**src/cpb_pkg.sv**
```systemverilog
// Shared types and constants for the clipped pixel blitter.
// No dependencies; every other file in src/ refers to this package by scoped name.
`default_nettype none

package cpb_pkg;

	// Clip arithmetic width: holds every intermediate of the two clip passes exactly
	localparam int CLIP_BITS = 20;

	localparam int CFG_INDEX_BITS = 3;
	localparam int PIXEL_BITS     = 16;
	localparam int STATUS_BITS    = 2;

	localparam int RESET_BUF_WIDTH  = 320;
	localparam int RESET_BUF_HEIGHT = 240;

	// Command codes carried by the cmd field
	localparam logic CMD_START = 1'b0;
	localparam logic CMD_PIXEL = 1'b1;

	// Configuration register indexes
	localparam logic [CFG_INDEX_BITS-1:0] REG_DEST_BUF_WIDTH    = 3'd0;
	localparam logic [CFG_INDEX_BITS-1:0] REG_DEST_BUF_HEIGHT   = 3'd1;
	localparam logic [CFG_INDEX_BITS-1:0] REG_SOURCE_BUF_WIDTH  = 3'd2;
	localparam logic [CFG_INDEX_BITS-1:0] REG_SOURCE_BUF_HEIGHT = 3'd3;
	localparam logic [CFG_INDEX_BITS-1:0] REG_SOURCE_BIG_ENDIAN = 3'd4;
	localparam logic [CFG_INDEX_BITS-1:0] REG_DEST_BIG_ENDIAN   = 3'd5;
	localparam logic [CFG_INDEX_BITS-1:0] REG_SOURCE_BASE_WORD  = 3'd6;
	localparam logic [CFG_INDEX_BITS-1:0] REG_DEST_BASE_WORD    = 3'd7;

	typedef enum logic [STATUS_BITS-1:0] {
		ST_STARTED     = 2'd0,
		ST_EMPTY       = 2'd1,
		ST_WRITTEN     = 2'd2,
		ST_IDLE_PIXEL  = 2'd3
	} status_t;

	// Rectangle under clipping: primary position is clipped against the bounds,
	// secondary position follows every left/top move of the primary one.
	typedef struct packed {
		logic signed [CLIP_BITS-1:0] px;
		logic signed [CLIP_BITS-1:0] py;
		logic signed [CLIP_BITS-1:0] sx;
		logic signed [CLIP_BITS-1:0] sy;
		logic signed [CLIP_BITS-1:0] w;
		logic signed [CLIP_BITS-1:0] h;
	} clip_rect_t;

	// Control group from the walk stage to the address stage
	typedef struct packed {
		status_t status;
		logic    write_en;
		logic    fetch_en;
		logic    clip_en;
		logic    last;
	} walk_ctl_t;

endpackage

`default_nettype wire

```
**src/clipped_pixel_blitter_top.sv**
```systemverilog
// Top level of the clipped 16-bit pixel blitter: configuration registers,
// stage handshake and the pipeline of cpb_clip, cpb_walk and cpb_addr (cpb_pkg).
//
//  channel  direction  handshake            payload
//  in       in         in_valid / in_stall  cmd, req_*, source_pixel
//  out      out        out_valid/out_stall  status, addresses, pixel, clipped_*
//  cfg      in         cfg_valid/cfg_ready  cfg_index, cfg_data
//
// One transaction per cycle while in_stall is low. A result passes through the input
// register, destination clip, source clip with counter update, then the two address
// multipliers into the result register.
// The four stages advance independently, so input is taken while a result waits;
// in_stall rises only when every stage is full and out_stall is high.
// Reset clears stage valids and blit state and loads the configuration reset values.
`default_nettype none

module clipped_pixel_blitter_top #(
	parameter int DIM_BITS  = 12,
	parameter int ADDR_BITS = 24
) (
	input  logic                                     clk,
	input  logic                                     arst_n,

	input  logic                                     in_valid,
	output logic                                     in_stall,
	input  logic                                     cmd,
	input  logic signed [15:0]                       req_dest_x,
	input  logic signed [15:0]                       req_dest_y,
	input  logic [14:0]                              req_width,
	input  logic [14:0]                              req_height,
	input  logic signed [15:0]                       req_source_x,
	input  logic signed [15:0]                       req_source_y,
	input  logic [cpb_pkg::PIXEL_BITS-1:0]           source_pixel,

	output logic                                     out_valid,
	input  logic                                     out_stall,
	output logic [cpb_pkg::STATUS_BITS-1:0]          status,
	output logic [ADDR_BITS-1:0]                     write_address,
	output logic [cpb_pkg::PIXEL_BITS-1:0]           write_pixel,
	output logic [ADDR_BITS-1:0]                     fetch_address,
	output logic                                     last_pixel,
	output logic [DIM_BITS-1:0]                      clipped_dest_x,
	output logic [DIM_BITS-1:0]                      clipped_dest_y,
	output logic [DIM_BITS-1:0]                      clipped_source_x,
	output logic [DIM_BITS-1:0]                      clipped_source_y,
	output logic [DIM_BITS-1:0]                      clipped_width,
	output logic [DIM_BITS-1:0]                      clipped_height,

	input  logic                                     cfg_valid,
	output logic                                     cfg_ready,
	input  logic [cpb_pkg::CFG_INDEX_BITS-1:0]       cfg_index,
	input  logic [((ADDR_BITS > DIM_BITS) ? ADDR_BITS : DIM_BITS)-1:0] cfg_data
);

	// configuration registers
	logic [DIM_BITS-1:0]   dest_buf_width_q, dest_buf_height_q;
	logic [DIM_BITS-1:0]   source_buf_width_q, source_buf_height_q;
	logic                  source_big_q, dest_big_q;
	logic [ADDR_BITS-1:0]  source_base_q, dest_base_q;

	// stage handshake
	logic  v1_q, v2_q, v3_q, vo_q;
	logic  ld1, ld2, ld3, ld_o;

	// stage payload
	logic                            cmd_s1, cmd_s2;
	cpb_pkg::clip_rect_t             rect_s1, rect_s2;
	logic [cpb_pkg::PIXEL_BITS-1:0]  pix_s1, pix_s2;
	cpb_pkg::clip_rect_t             rect_in, dest_clipped, src_in, src_clipped;

	cpb_pkg::walk_ctl_t              ctl_s3;
	logic [DIM_BITS:0]               wr_row_s3, wr_col_s3, fe_row_s3, fe_col_s3;
	logic [cpb_pkg::PIXEL_BITS-1:0]  pix_s3;
	logic [DIM_BITS-1:0]             held_dx, held_dy, held_sx, held_sy, held_w, held_h;

	assign cfg_ready = 1'b1;

	always_ff @(posedge clk or negedge arst_n) begin
		if (!arst_n) begin
			dest_buf_width_q    <= DIM_BITS'(cpb_pkg::RESET_BUF_WIDTH);
			dest_buf_height_q   <= DIM_BITS'(cpb_pkg::RESET_BUF_HEIGHT);
			source_buf_width_q  <= DIM_BITS'(cpb_pkg::RESET_BUF_WIDTH);
			source_buf_height_q <= DIM_BITS'(cpb_pkg::RESET_BUF_HEIGHT);
			source_big_q        <= 1'b0;
			dest_big_q          <= 1'b0;
			source_base_q       <= '0;
			dest_base_q         <= '0;
		end else if (cfg_valid && cfg_ready) begin
			unique case (cfg_index)
				cpb_pkg::REG_DEST_BUF_WIDTH:    dest_buf_width_q    <= cfg_data[DIM_BITS-1:0];
				cpb_pkg::REG_DEST_BUF_HEIGHT:   dest_buf_height_q   <= cfg_data[DIM_BITS-1:0];
				cpb_pkg::REG_SOURCE_BUF_WIDTH:  source_buf_width_q  <= cfg_data[DIM_BITS-1:0];
				cpb_pkg::REG_SOURCE_BUF_HEIGHT: source_buf_height_q <= cfg_data[DIM_BITS-1:0];
				cpb_pkg::REG_SOURCE_BIG_ENDIAN: source_big_q        <= cfg_data[0];
				cpb_pkg::REG_DEST_BIG_ENDIAN:   dest_big_q          <= cfg_data[0];
				cpb_pkg::REG_SOURCE_BASE_WORD:  source_base_q       <= cfg_data[ADDR_BITS-1:0];
				cpb_pkg::REG_DEST_BASE_WORD:    dest_base_q         <= cfg_data[ADDR_BITS-1:0];
				default: begin
				end
			endcase
		end
	end

	// a stage loads when it is empty or its content moves on in the same cycle
	assign ld_o     = v3_q && (!vo_q || !out_stall);
	assign ld3      = v2_q && (!v3_q || ld_o);
	assign ld2      = v1_q && (!v2_q || ld3);
	assign in_stall = v1_q && !ld2;
	assign ld1      = in_valid && !in_stall;
	assign out_valid = vo_q;

	always_ff @(posedge clk or negedge arst_n) begin
		if (!arst_n) begin
			v1_q <= 1'b0;
			v2_q <= 1'b0;
			v3_q <= 1'b0;
			vo_q <= 1'b0;
		end else begin
			v1_q <= ld1 || (v1_q && !ld2);
			v2_q <= ld2 || (v2_q && !ld3);
			v3_q <= ld3 || (v3_q && !ld_o);
			vo_q <= ld_o || (vo_q && out_stall);
		end
	end

	// destination is the primary position for the first clip pass
	always_comb begin
		rect_in.px = cpb_pkg::CLIP_BITS'(req_dest_x);
		rect_in.py = cpb_pkg::CLIP_BITS'(req_dest_y);
		rect_in.sx = cpb_pkg::CLIP_BITS'(req_source_x);
		rect_in.sy = cpb_pkg::CLIP_BITS'(req_source_y);
		rect_in.w  = cpb_pkg::CLIP_BITS'(req_width);
		rect_in.h  = cpb_pkg::CLIP_BITS'(req_height);
	end

	always_ff @(posedge clk) begin
		if (ld1) begin
			cmd_s1  <= cmd;
			rect_s1 <= rect_in;
			pix_s1  <= source_pixel;
		end
		if (ld2) begin
			cmd_s2  <= cmd_s1;
			rect_s2 <= dest_clipped;
			pix_s2  <= pix_s1;
		end
	end

	cpb_clip #(
		.DIM_BITS (DIM_BITS)
	) u_clip_dest (
		.rect_in  (rect_s1),
		.bound_w  (dest_buf_width_q),
		.bound_h  (dest_buf_height_q),
		.rect_out (dest_clipped)
	);

	// swap roles so the source position is clipped against its own buffer
	always_comb begin
		src_in.px = rect_s2.sx;
		src_in.py = rect_s2.sy;
		src_in.sx = rect_s2.px;
		src_in.sy = rect_s2.py;
		src_in.w  = rect_s2.w;
		src_in.h  = rect_s2.h;
	end

	cpb_clip #(
		.DIM_BITS (DIM_BITS)
	) u_clip_source (
		.rect_in  (src_in),
		.bound_w  (source_buf_width_q),
		.bound_h  (source_buf_height_q),
		.rect_out (src_clipped)
	);

	cpb_walk #(
		.DIM_BITS (DIM_BITS)
	) u_walk (
		.clk       (clk),
		.arst_n    (arst_n),
		.ld        (ld3),
		.cmd       (cmd_s2),
		.rect      (src_clipped),
		.pixel     (pix_s2),
		.swap      (source_big_q != dest_big_q),
		.ctl_s3    (ctl_s3),
		.wr_row_s3 (wr_row_s3),
		.wr_col_s3 (wr_col_s3),
		.fe_row_s3 (fe_row_s3),
		.fe_col_s3 (fe_col_s3),
		.pix_s3    (pix_s3),
		.held_dx_q (held_dx),
		.held_dy_q (held_dy),
		.held_sx_q (held_sx),
		.held_sy_q (held_sy),
		.held_w_q  (held_w),
		.held_h_q  (held_h)
	);

	cpb_addr #(
		.DIM_BITS  (DIM_BITS),
		.ADDR_BITS (ADDR_BITS)
	) u_addr (
		.clk              (clk),
		.ld               (ld_o),
		.ctl_s3           (ctl_s3),
		.wr_row_s3        (wr_row_s3),
		.wr_col_s3        (wr_col_s3),
		.fe_row_s3        (fe_row_s3),
		.fe_col_s3        (fe_col_s3),
		.pix_s3           (pix_s3),
		.held_dx          (held_dx),
		.held_dy          (held_dy),
		.held_sx          (held_sx),
		.held_sy          (held_sy),
		.held_w           (held_w),
		.held_h           (held_h),
		.dest_pitch       (dest_buf_width_q),
		.source_pitch     (source_buf_width_q),
		.dest_base        (dest_base_q),
		.source_base      (source_base_q),
		.status           (status),
		.write_address    (write_address),
		.write_pixel      (write_pixel),
		.fetch_address    (fetch_address),
		.last_pixel       (last_pixel),
		.clipped_dest_x   (clipped_dest_x),
		.clipped_dest_y   (clipped_dest_y),
		.clipped_source_x (clipped_source_x),
		.clipped_source_y (clipped_source_y),
		.clipped_width    (clipped_width),
		.clipped_height   (clipped_height)
	);

endmodule

`default_nettype wire

```
**src/cpb_clip.sv**
```systemverilog
// One clip pass: left, top, right and bottom against one buffer.
// Depends on cpb_pkg (clip_rect_t, CLIP_BITS).
`default_nettype none

module cpb_clip #(
	parameter int DIM_BITS = 12
) (
	input  cpb_pkg::clip_rect_t  rect_in,
	input  logic [DIM_BITS-1:0]  bound_w,
	input  logic [DIM_BITS-1:0]  bound_h,
	output cpb_pkg::clip_rect_t  rect_out
);

	logic signed [cpb_pkg::CLIP_BITS-1:0] bw;
	logic signed [cpb_pkg::CLIP_BITS-1:0] bh;

	assign bw = cpb_pkg::CLIP_BITS'(bound_w);
	assign bh = cpb_pkg::CLIP_BITS'(bound_h);

	always_comb begin
		rect_out = rect_in;
		// left and top clips move both positions and shrink the size
		if (rect_out.px < 0) begin
			rect_out.sx = rect_out.sx - rect_out.px;
			rect_out.w  = rect_out.w + rect_out.px;
			rect_out.px = '0;
		end
		if (rect_out.py < 0) begin
			rect_out.sy = rect_out.sy - rect_out.py;
			rect_out.h  = rect_out.h + rect_out.py;
			rect_out.py = '0;
		end
		if (rect_out.px + rect_out.w > bw) begin
			rect_out.w = bw - rect_out.px;
		end
		if (rect_out.py + rect_out.h > bh) begin
			rect_out.h = bh - rect_out.py;
		end
	end

endmodule

`default_nettype wire

```
**src/cpb_walk.sv**
```systemverilog
// Blit state: active flag, pixel counters and held rectangle; builds the
// row/column terms of both addresses. Depends on cpb_pkg.
`default_nettype none

module cpb_walk #(
	parameter int DIM_BITS = 12
) (
	input  logic                               clk,
	input  logic                               arst_n,
	input  logic                               ld,
	input  logic                               cmd,
	input  cpb_pkg::clip_rect_t                rect,
	input  logic [cpb_pkg::PIXEL_BITS-1:0]     pixel,
	input  logic                               swap,
	output cpb_pkg::walk_ctl_t                 ctl_s3,
	output logic [DIM_BITS:0]                  wr_row_s3,
	output logic [DIM_BITS:0]                  wr_col_s3,
	output logic [DIM_BITS:0]                  fe_row_s3,
	output logic [DIM_BITS:0]                  fe_col_s3,
	output logic [cpb_pkg::PIXEL_BITS-1:0]     pix_s3,
	output logic [DIM_BITS-1:0]                held_dx_q,
	output logic [DIM_BITS-1:0]                held_dy_q,
	output logic [DIM_BITS-1:0]                held_sx_q,
	output logic [DIM_BITS-1:0]                held_sy_q,
	output logic [DIM_BITS-1:0]                held_w_q,
	output logic [DIM_BITS-1:0]                held_h_q
);

	logic                 active_q, active_d;
	logic [DIM_BITS-1:0]  col_q, col_d, row_q, row_d;
	logic [DIM_BITS-1:0]  held_dx_d, held_dy_d, held_sx_d, held_sy_d, held_w_d, held_h_d;
	logic [DIM_BITS-1:0]  col_inc, col_n, row_n;
	logic                 col_wrap, done, empty;

	cpb_pkg::walk_ctl_t              ctl_d;
	logic [DIM_BITS:0]               wr_row_d, wr_col_d, fe_row_d, fe_col_d;
	logic [cpb_pkg::PIXEL_BITS-1:0]  pix_d;

	assign col_inc  = col_q + 1'b1;
	assign col_wrap = (col_inc >= held_w_q);
	assign col_n    = col_wrap ? '0 : col_inc;
	assign row_n    = col_wrap ? row_q + 1'b1 : row_q;
	assign done     = (row_n >= held_h_q);
	assign empty    = (rect.w <= 0) || (rect.h <= 0);

	always_comb begin
		ctl_d     = '0;
		wr_row_d  = '0;
		wr_col_d  = '0;
		fe_row_d  = '0;
		fe_col_d  = '0;
		pix_d     = '0;
		active_d  = active_q;
		col_d     = col_q;
		row_d     = row_q;
		held_dx_d = held_dx_q;
		held_dy_d = held_dy_q;
		held_sx_d = held_sx_q;
		held_sy_d = held_sy_q;
		held_w_d  = held_w_q;
		held_h_d  = held_h_q;
		if (cmd == cpb_pkg::CMD_START) begin
			col_d = '0;
			row_d = '0;
			if (empty) begin
				active_d     = 1'b0;
				ctl_d.status = cpb_pkg::ST_EMPTY;
			end else begin
				// rect arrives with the source as primary position
				held_sx_d      = rect.px[DIM_BITS-1:0];
				held_sy_d      = rect.py[DIM_BITS-1:0];
				held_dx_d      = rect.sx[DIM_BITS-1:0];
				held_dy_d      = rect.sy[DIM_BITS-1:0];
				held_w_d       = rect.w[DIM_BITS-1:0];
				held_h_d       = rect.h[DIM_BITS-1:0];
				active_d       = 1'b1;
				ctl_d.status   = cpb_pkg::ST_STARTED;
				ctl_d.fetch_en = 1'b1;
				ctl_d.clip_en  = 1'b1;
				fe_row_d       = {1'b0, rect.py[DIM_BITS-1:0]};
				fe_col_d       = {1'b0, rect.px[DIM_BITS-1:0]};
			end
		end else if (!active_q) begin
			ctl_d.status = cpb_pkg::ST_IDLE_PIXEL;
		end else begin
			ctl_d.status   = cpb_pkg::ST_WRITTEN;
			ctl_d.write_en = 1'b1;
			pix_d          = swap ? {pixel[7:0], pixel[15:8]} : pixel;
			wr_row_d       = {1'b0, held_dy_q} + {1'b0, row_q};
			wr_col_d       = {1'b0, held_dx_q} + {1'b0, col_q};
			if (done) begin
				active_d   = 1'b0;
				col_d      = '0;
				row_d      = '0;
				ctl_d.last = 1'b1;
			end else begin
				ctl_d.fetch_en = 1'b1;
				fe_row_d       = {1'b0, held_sy_q} + {1'b0, row_n};
				fe_col_d       = {1'b0, held_sx_q} + {1'b0, col_n};
				col_d          = col_n;
				row_d          = row_n;
			end
		end
	end

	always_ff @(posedge clk or negedge arst_n) begin
		if (!arst_n) begin
			active_q <= 1'b0;
			col_q    <= '0;
			row_q    <= '0;
		end else if (ld) begin
			active_q <= active_d;
			col_q    <= col_d;
			row_q    <= row_d;
		end
	end

	always_ff @(posedge clk) begin
		if (ld) begin
			held_dx_q <= held_dx_d;
			held_dy_q <= held_dy_d;
			held_sx_q <= held_sx_d;
			held_sy_q <= held_sy_d;
			held_w_q  <= held_w_d;
			held_h_q  <= held_h_d;
			ctl_s3    <= ctl_d;
			wr_row_s3 <= wr_row_d;
			wr_col_s3 <= wr_col_d;
			fe_row_s3 <= fe_row_d;
			fe_col_s3 <= fe_col_d;
			pix_s3    <= pix_d;
		end
	end

endmodule

`default_nettype wire

```
**src/cpb_addr.sv**
```systemverilog
// Address stage: base + row * pitch + column for both buffers, and the
// result register. Depends on cpb_pkg (walk_ctl_t, PIXEL_BITS, STATUS_BITS).
`default_nettype none

module cpb_addr #(
	parameter int DIM_BITS  = 12,
	parameter int ADDR_BITS = 24
) (
	input  logic                                clk,
	input  logic                                ld,
	input  cpb_pkg::walk_ctl_t                  ctl_s3,
	input  logic [DIM_BITS:0]                   wr_row_s3,
	input  logic [DIM_BITS:0]                   wr_col_s3,
	input  logic [DIM_BITS:0]                   fe_row_s3,
	input  logic [DIM_BITS:0]                   fe_col_s3,
	input  logic [cpb_pkg::PIXEL_BITS-1:0]      pix_s3,
	input  logic [DIM_BITS-1:0]                 held_dx,
	input  logic [DIM_BITS-1:0]                 held_dy,
	input  logic [DIM_BITS-1:0]                 held_sx,
	input  logic [DIM_BITS-1:0]                 held_sy,
	input  logic [DIM_BITS-1:0]                 held_w,
	input  logic [DIM_BITS-1:0]                 held_h,
	input  logic [DIM_BITS-1:0]                 dest_pitch,
	input  logic [DIM_BITS-1:0]                 source_pitch,
	input  logic [ADDR_BITS-1:0]                dest_base,
	input  logic [ADDR_BITS-1:0]                source_base,
	output logic [cpb_pkg::STATUS_BITS-1:0]     status,
	output logic [ADDR_BITS-1:0]                write_address,
	output logic [cpb_pkg::PIXEL_BITS-1:0]      write_pixel,
	output logic [ADDR_BITS-1:0]                fetch_address,
	output logic                                last_pixel,
	output logic [DIM_BITS-1:0]                 clipped_dest_x,
	output logic [DIM_BITS-1:0]                 clipped_dest_y,
	output logic [DIM_BITS-1:0]                 clipped_source_x,
	output logic [DIM_BITS-1:0]                 clipped_source_y,
	output logic [DIM_BITS-1:0]                 clipped_width,
	output logic [DIM_BITS-1:0]                 clipped_height
);

	localparam int PROD_BITS = 2 * DIM_BITS + 2;
	localparam int SUM_BITS  = (ADDR_BITS > PROD_BITS) ? ADDR_BITS : PROD_BITS;

	logic [SUM_BITS-1:0]  wr_sum, fe_sum;

	assign wr_sum = SUM_BITS'(dest_base) + SUM_BITS'(wr_row_s3) * SUM_BITS'(dest_pitch)
		+ SUM_BITS'(wr_col_s3);
	assign fe_sum = SUM_BITS'(source_base) + SUM_BITS'(fe_row_s3) * SUM_BITS'(source_pitch)
		+ SUM_BITS'(fe_col_s3);

	always_ff @(posedge clk) begin
		if (ld) begin
			status           <= ctl_s3.status;
			write_address    <= ctl_s3.write_en ? wr_sum[ADDR_BITS-1:0] : '0;
			write_pixel      <= pix_s3;
			fetch_address    <= ctl_s3.fetch_en ? fe_sum[ADDR_BITS-1:0] : '0;
			last_pixel       <= ctl_s3.last;
			clipped_dest_x   <= ctl_s3.clip_en ? held_dx : '0;
			clipped_dest_y   <= ctl_s3.clip_en ? held_dy : '0;
			clipped_source_x <= ctl_s3.clip_en ? held_sx : '0;
			clipped_source_y <= ctl_s3.clip_en ? held_sy : '0;
			clipped_width    <= ctl_s3.clip_en ? held_w : '0;
			clipped_height   <= ctl_s3.clip_en ? held_h : '0;
		end
	end

endmodule

`default_nettype wire

```
**config.mk**
```make
export PLATFORM = sky130hd
export DESIGN_NAME = clipped_pixel_blitter_top
export DESIGN_NICKNAME = d
export VERILOG_FILES = /design/src/cpb_pkg.sv /design/src/clipped_pixel_blitter_top.sv /design/src/cpb_clip.sv /design/src/cpb_walk.sv /design/src/cpb_addr.sv
export SDC_FILE = /design/constraint.sdc
export NUM_CORES = 2
export LEC_CHECK = 0
export ABC_CLOCK_PERIOD_IN_PS = 13140
export BUFFER_PORTS_ARGS = -buffer_cell sky130_fd_sc_hd__buf_2
export CELL_PAD_IN_SITES_DETAIL_PLACEMENT = 2
export CELL_PAD_IN_SITES_GLOBAL_PLACEMENT = 2
export CORE_ASPECT_RATIO = 1.4
export CORE_UTILIZATION = 25
export CTS_BUF_LIST = sky130_fd_sc_hd__clkbuf_2
export DETAILED_ROUTE_END_ITERATION = 16
export GPL_TIMING_DRIVEN = 0
export PLACE_DENSITY_LB_ADDON = 0.1
export SETUP_SLACK_MARGIN = 0.15
export SLEW_MARGIN = 20
export SYNTH_ARGS = -nofsm -noshare
export SYNTH_HDL_FRONTEND = slang
export SYNTH_SLANG_ARGS = --single-unit
```
**constraint.sdc**
```tcl
create_clock -name clk -period 13.14 [get_ports clk]
set_clock_uncertainty 0.1 [all_clocks]
set_input_delay 1.971 -clock clk [delete_from_list [all_inputs] [get_ports clk]]
set_output_delay 1.971 -clock clk [all_outputs]
set_load 0.01 [all_outputs]
```
Yosys cells after proc, flatten, opt, wreduce, memory -nomap -nowiden
Index checks and enable logic that the tools add are counted.
- register bits after elaboration: 644
- logic and storage cells: 189
- output and inout port bits: 142
- bitwise gates (word level): 2
- $mul: 2
- eq/ne operators: 9
- reductions and logical operators: 36
- $add $sub $neg: 26
- magnitude comparators: 12
- mux-type cells: 44
- operator list (operator ; number):
    $mux 20 ; 14
    $mux 12 ; 12
    $add 20x20->20 ; 6
    $gt 20x13->1 ; 4
    $sub 13x20->20 ; 4
    $mux 13 ; 6
    $add 12x12->13 ; 4
    $add 24x13->24 ; 2
    $add 24x24->24 ; 2
    $mul 13x12->24 ; 2
    $le 20x1->1 const B ; 2
    $lt 20x1->1 const B ; 2
    $add 16x16->17 ; 2
    $sub 16x16->17 ; 2
    $lt 16x1->1 const B ; 2
    $add 12x1->12 const B ; 2
    $ge 12x12->1 ; 2
    $sub 12x12->12 ; 2
    $reduce_and 2->1 ; 10
    $mux 16 ; 1
    $eq 3x3->1 const B ; 4
    $logic_and 1x1->1 ; 8
    $logic_not 1->1 ; 8
    $logic_or 1x1->1 ; 8
    9 further kinds ; 20

Depth between registers and ports, before layout
- depth in word-level cells: 12
- depth in mapped cells: 32

Cells and area by module
A second synthesis with hierarchy kept.
- cells, all modules: 5445
- area, all modules: 55818.5 um2
- modules (own cells, without submodules) (module ; instances ; area an instance (um2) ; sequential area each (um2) ; cells each):
    cpb_addr ; 1 ; 17321.6 ; 4174.0 ; 1686
    clipped_pixel_blitter_top ; 1 ; 11365.9 ; 10014.6 ; 483
    cpb_walk ; 1 ; 9245.1 ; 5009.8 ; 787
    cpb_clip (u_clip_dest) ; 1 ; 9061.2 ; 0.0 ; 1256
    cpb_clip (u_clip_source) ; 1 ; 8824.7 ; 0.0 ; 1233

Worst setup path before layout
Ideal clock, no wire load.
- path kind: input port to flip-flop
- start: input out_stall
- end: register u_addr.clipped_dest_x[0], enable pin
- stages: 1
- setup slack: 0.219 ns
- data arrival time: 11.971 ns
- cell sequence: a21boi_0
- longest elaborated chain between the ends: 3
- RTL lines (what ; RTL line ; text):
    from (decl) ; clipped_pixel_blitter_top.sv:36 ; input logic out_stall,
    $logic_not 1->1 ; clipped_pixel_blitter_top.sv:105 ; assign ld_o = v3_q && (!vo_q || !out_stall);
    $logic_or 1x1->1 ; clipped_pixel_blitter_top.sv:105 ;
    $logic_and 1x1->1 ; clipped_pixel_blitter_top.sv:105 ;
    to (signal assigned) ; cpb_addr.sv:57 ; clipped_dest_x <= ctl_s3.clip_en ? held_dx : '0;
    to (decl) ; cpb_addr.sv:32 ; output logic [DIM_BITS-1:0] clipped_dest_x,
No other way between the ends.
A chain may end at the register's enable or synchronous reset.

Final worst setup path
- start: register rect_s2[58] in the netlist's numbering
- end: register u_walk.held_sx_q[3], enable pin
- longest elaborated chain between the ends: 9
- RTL lines (what ; RTL line ; text):
    from (decl) ; clipped_pixel_blitter_top.sv:67 ; cpb_pkg::clip_rect_t rect_s1, rect_s2;
    from (signal assigned) ; clipped_pixel_blitter_top.sv:144 ; rect_s2 <= dest_clipped;
    $add 20x20->20 / $lt 20x1->1 (equally long branches) ; cpb_clip.sv:30, cpb_clip.sv:28 ;
    $mux 20 ; cpb_clip.sv:28 ; if (rect_out.py < 0) begin
    $add 20x20->20 ; cpb_clip.sv:36 ; if (rect_out.py + rect_out.h > bh) begin
    $gt 20x13->1 ; cpb_clip.sv:36 ;
    $mux 20 (*) ; cpb_clip.sv:36 ;
    $le 20x1->1 (*) ; cpb_walk.sv:44 ; assign empty = (rect.w <= 0) || (rect.h <= 0);
    $logic_or 1x1->1 (*) ; cpb_walk.sv:44 ;
    $not 1->1 (no source line) (*) ; - ;
    $reduce_and 3->1 (no source line) (*) ; - ;
    to (signal assigned) ; cpb_walk.sv:122 ; held_sx_q <= held_sx_d;
    to (decl) ; cpb_walk.sv:23 ; output logic [DIM_BITS-1:0] held_sx_q,
Every way passes the cells marked *; elsewhere a longest branch is shown, timed or not.

==> impl_metrics.csv <==
group,metric,value,unit
routing,drtAntennaViolNets,0,
final_layout,fillers,22360,
synthesis,ys_top_cells_by_area,"edfxtp_1 31%, ha_1 13%, fa_1 12%, dfrtp_1 5.7%, inv_1 4.7%",
cts,insertion_delay,1.51,ns
routing,route.detailed.drc,0,
global_route,antenna_found_initial,36,
global_route,grt_first_pass_wirelength,279000,um
cts,post_cts_buffers,0,
routing,viasPerCell,4.627,
critical_path,rrSetupSlack,3.48,ns
global_route,grt_overflow_total,0,
cts,clock_path_buffers,4,
synthesis,seq_area_frac_synth,0.3693,
sta,min_period,9.663,ns
pwr,power.density,293.3,nW/um2
cts,cts_buffers,180,
cts,post_cts_resized,0,
floorplan,die-area,202600,um2
synthesis,syn_inst,4891,
final_layout,layout.nets,6325,
run_status,status,"completed",
sta,hold_ws,0.1810,ns
critical_path,crit_type,"register to register",
synthesis,synth_edf_count,511,
critical_path,endpoint_kind,"register",
routing,dr.pass1.iters,5,
global_route,grt_max_degree,77,
critical_path,crit_required,14.18,ns
sta,setup_tns,0,ns
placement,portBuffers,281,
sta,worst_pin_slew,1.095,ns
critical_path,r2r_cells,29,
routing,wl_per_cell,23.11,um
worst_hold_path,hp-start,"pix_s1[1]$_DFFE_PP_",
synthesis,syn-num-nets,5842,
critical_path,worstReg2RegEnd,"u_walk.held_sx_q[3]$_DFFE_PP_",
placement,dp.cells,7837,
global_route,grtUsageTotal,0.1860,
critical_path,r2r_start,"rect_s2[58]$_DFFE_PP_",
pwr,ir_worst_vdd,0.0002851,V
floorplan,die_h,532.2,um
sta,hold_viol_final,0,
floorplan,pin_count,285,
routing,num_vias,37740,
routing,drt_iter0_markers,1037,
cts,clock-sinks,638,
pwr,power,16740,uW
final_layout,drive_above_1_share,0.1415,
final_layout,syn_to_final_growth,13.66,%
placement,hpwl,158500,um
final_layout,instances_no_fill,8156,
critical_path,crit_fanout,24,
worst_hold_path,whs_path_depth,0,
pwr,p_leak,0.02544,uW
cts,ctsHoldBuffers,1,
synthesis,netlist.area_leader.share,0.3057,
sta,post-route-period-util,0.7354,
final_layout,final_util,0.2860,
critical_path,slowest_stage,"mux2i_2",
floorplan,num_rows,194,
synthesis,yosysTopAreaCell,"edfxtp_1",
sta,rsz0062_at_grt,"no",
run,maxCapViolCount,0,
critical_path,arrival,10.70,ns
floorplan,start_util,0.2516,
synthesis,yosys_warnings,0,
synthesis,synthFlopType,"edfxtp_1",
sta,maxSlewHeadroom,0.2700,
critical_path,critPathMaxStageDelay,0.72,ns
global_route,grt_pass1_vias,42980,
cts,tritoncts,"done",
floorplan,die_w,380.7,um
sta,slew_violations,0,
cts,htree_levels,4,
sta,max_freq,103.5,MHz
synthesis,ys_async_sr_fraction,0.1991,
cts,path_clk_slew,0.11,ns
critical_path,critPathLaunchType,"register",
routing,wl,188500,um
worst_hold_path,hold_end,"pix_s2[1]$_DFFE_PP_",
floorplan,coreArea,199500,um2
synthesis,syn_area,50200,um2
synthesis,synth.avg_cell_area,10.26,um2
synthesis,synth_cell_type_count,97,
sta,setup_viol,0,
placement,gp_congestion,0.8480,
synthesis,ys_ff_latch,638,
worst_hold_path,hold_class,"register to register",
cts,root_buffer,"clkbuf_2",
cell type report:
type                    count  area [um2]  area share
diodes                     10       25.02   0.0004386
plain buffers             131       540.5    0.009473
clock buffers             237        1186     0.02079
clock inverters            71       402.9    0.007061
inverters                 631        2374     0.04160
multi-input cells        3491       28810      0.5049
flip-flops and latches    638       18540      0.3249
well taps                2646        3311     0.05802
repair buffers            301        1874     0.03285
cells in the final DEF, fill, tap and decap left out, types with 34 or more instances in the layout:
| cell | count |
|---|---|
| inv_1 | 626 |
| a21oi_1 | 258 |
| nor2_1 | 222 |
| o21bai_1 | 34 |
| mux2_2 | 147 |
| xor2_1 | 67 |
| clkinv_1 | 50 |
| buf_2 | 289 |
| dfrtp_1 | 115 |
| clkbuf_1 | 106 |
| o21ai_0 | 246 |
| nand3_1 | 65 |
| nand2_1 | 506 |
| edfxtp_1 | 511 |
| fa_1 | 302 |
| nor2b_1 | 72 |
| a21o_1 | 103 |
| and2_1 | 203 |
| clkbuf_2 | 239 |
| o21a_1 | 45 |
| nand2b_1 | 57 |
| xnor2_1 | 183 |
| nor3_1 | 77 |
| ha_1 | 506 |
stage by stage:
stage,area [um2],setup WS (ns)
global placement,54920,-7.134
CTS,57030,3.132
finish,57060,3.477
global route,57040,3.125
detailed placement,55430,3.045
floorplan,50200,0.2186
logic make-up (layout without fill, tap and decap cells):
group	count (synthesis)	after routing	share of synthesized area
AO/OA/AOI/OAI	919	919	0.1157
XOR/XNOR	250	250	0.04362
adder cells (fa/ha/maj)	808	808	0.2465
buffers and inverters	762	1371	0.05790
flip-flops	638	638	0.3693
multiplexers	169	169	0.03736
other	1	11	0.00007470
AND/OR/NAND/NOR	1344	1344	0.1296
metal layers:
metal / GRT usage / up-vias / part of all wire
met5: 0 / - / 0.00048
met4: 0.05480 / 14 / 0.029
met3: 0.02222 / 261 / 0.028
met2: 0.3402 / 600 / 0.51
met1: 0.2257 / 19030 / 0.43
li1: - / 17840 / -
sequential cells by signal (all words and copies together) (netlist names), 16 cells and up:
signal                count
source_base_q            24
u_addr.write_address     24
rect_s2                  98
u_walk.pix_s3            16
rect_s1                  94
pix_s2                   16
u_addr.write_pixel       16
u_addr.fetch_address     24
dest_base_q              24
pix_s1                   16
where the power goes:
part	internal [uW]	leakage [uW]	switching [uW]
sequential	2800	0.00654	269
combinational	5090	0.0177	7050
clock	574	0.00119	956
how the worst max path moves through the flow:
stage	startpoint	to	slack [ns]
6_report	rect_s2[58]$_DFFE_PP_	u_walk.held_sx_q[3]$_DFFE_PP_	3.48
5_1_grt	rect_s2[58]$_DFFE_PP_	u_walk.held_w_q[4]$_DFFE_PP_	3.12
4_1_cts	rect_s2[58]$_DFFE_PP_	u_walk.held_w_q[4]$_DFFE_PP_	3.13
3_5_place_dp	rect_s2[58]$_DFFE_PP_	u_walk.held_sx_q[10]$_DFFE_PP_	3.05
3_3_place_gp	out_stall	u_addr.write_pixel[9]$_DFFE_PP_	-7.13
2_1_floorplan	out_stall	u_addr.clipped_dest_x[0]$_SDFFCE_PN0P_	0.22
Yosys cell counts (all sizes together) (10+ instances only):
cell type and n:
a31oi 16, or2 13, mux2 147, nor2 223, fa 302, or3 22
a2111oi 10, buf 23, ha 506, and3 28, o21a 45, dfrtp 115
xor2 67, nand3 65, a21boi 31, nand2b 57, o21ai 251, nand2 506
and2 206, clkbuf 108, o21bai 34, nor3 77, o22ai 23, inv 627
a21oi 259, xnor2 183, nand4 23, a21o 103, nor2b 72, edfxtp 511
dfstp 12, a211oi 25, o211ai 11, mux2i 22, o31ai 25
critical path, delay by kind of cell, from the launching register on:
family / cells / cell delay (ns)
buf+inv: 10 / 2.98
compound gates: 10 / 2.38
simple gates: 4 / 1.46
mux: 2 / 1.17
fa+ha+maj: 2 / 0.64
flops: 1 / 0.44
xor+xnor: 1 / 0.19
Power figures use the tool's default switching activity.
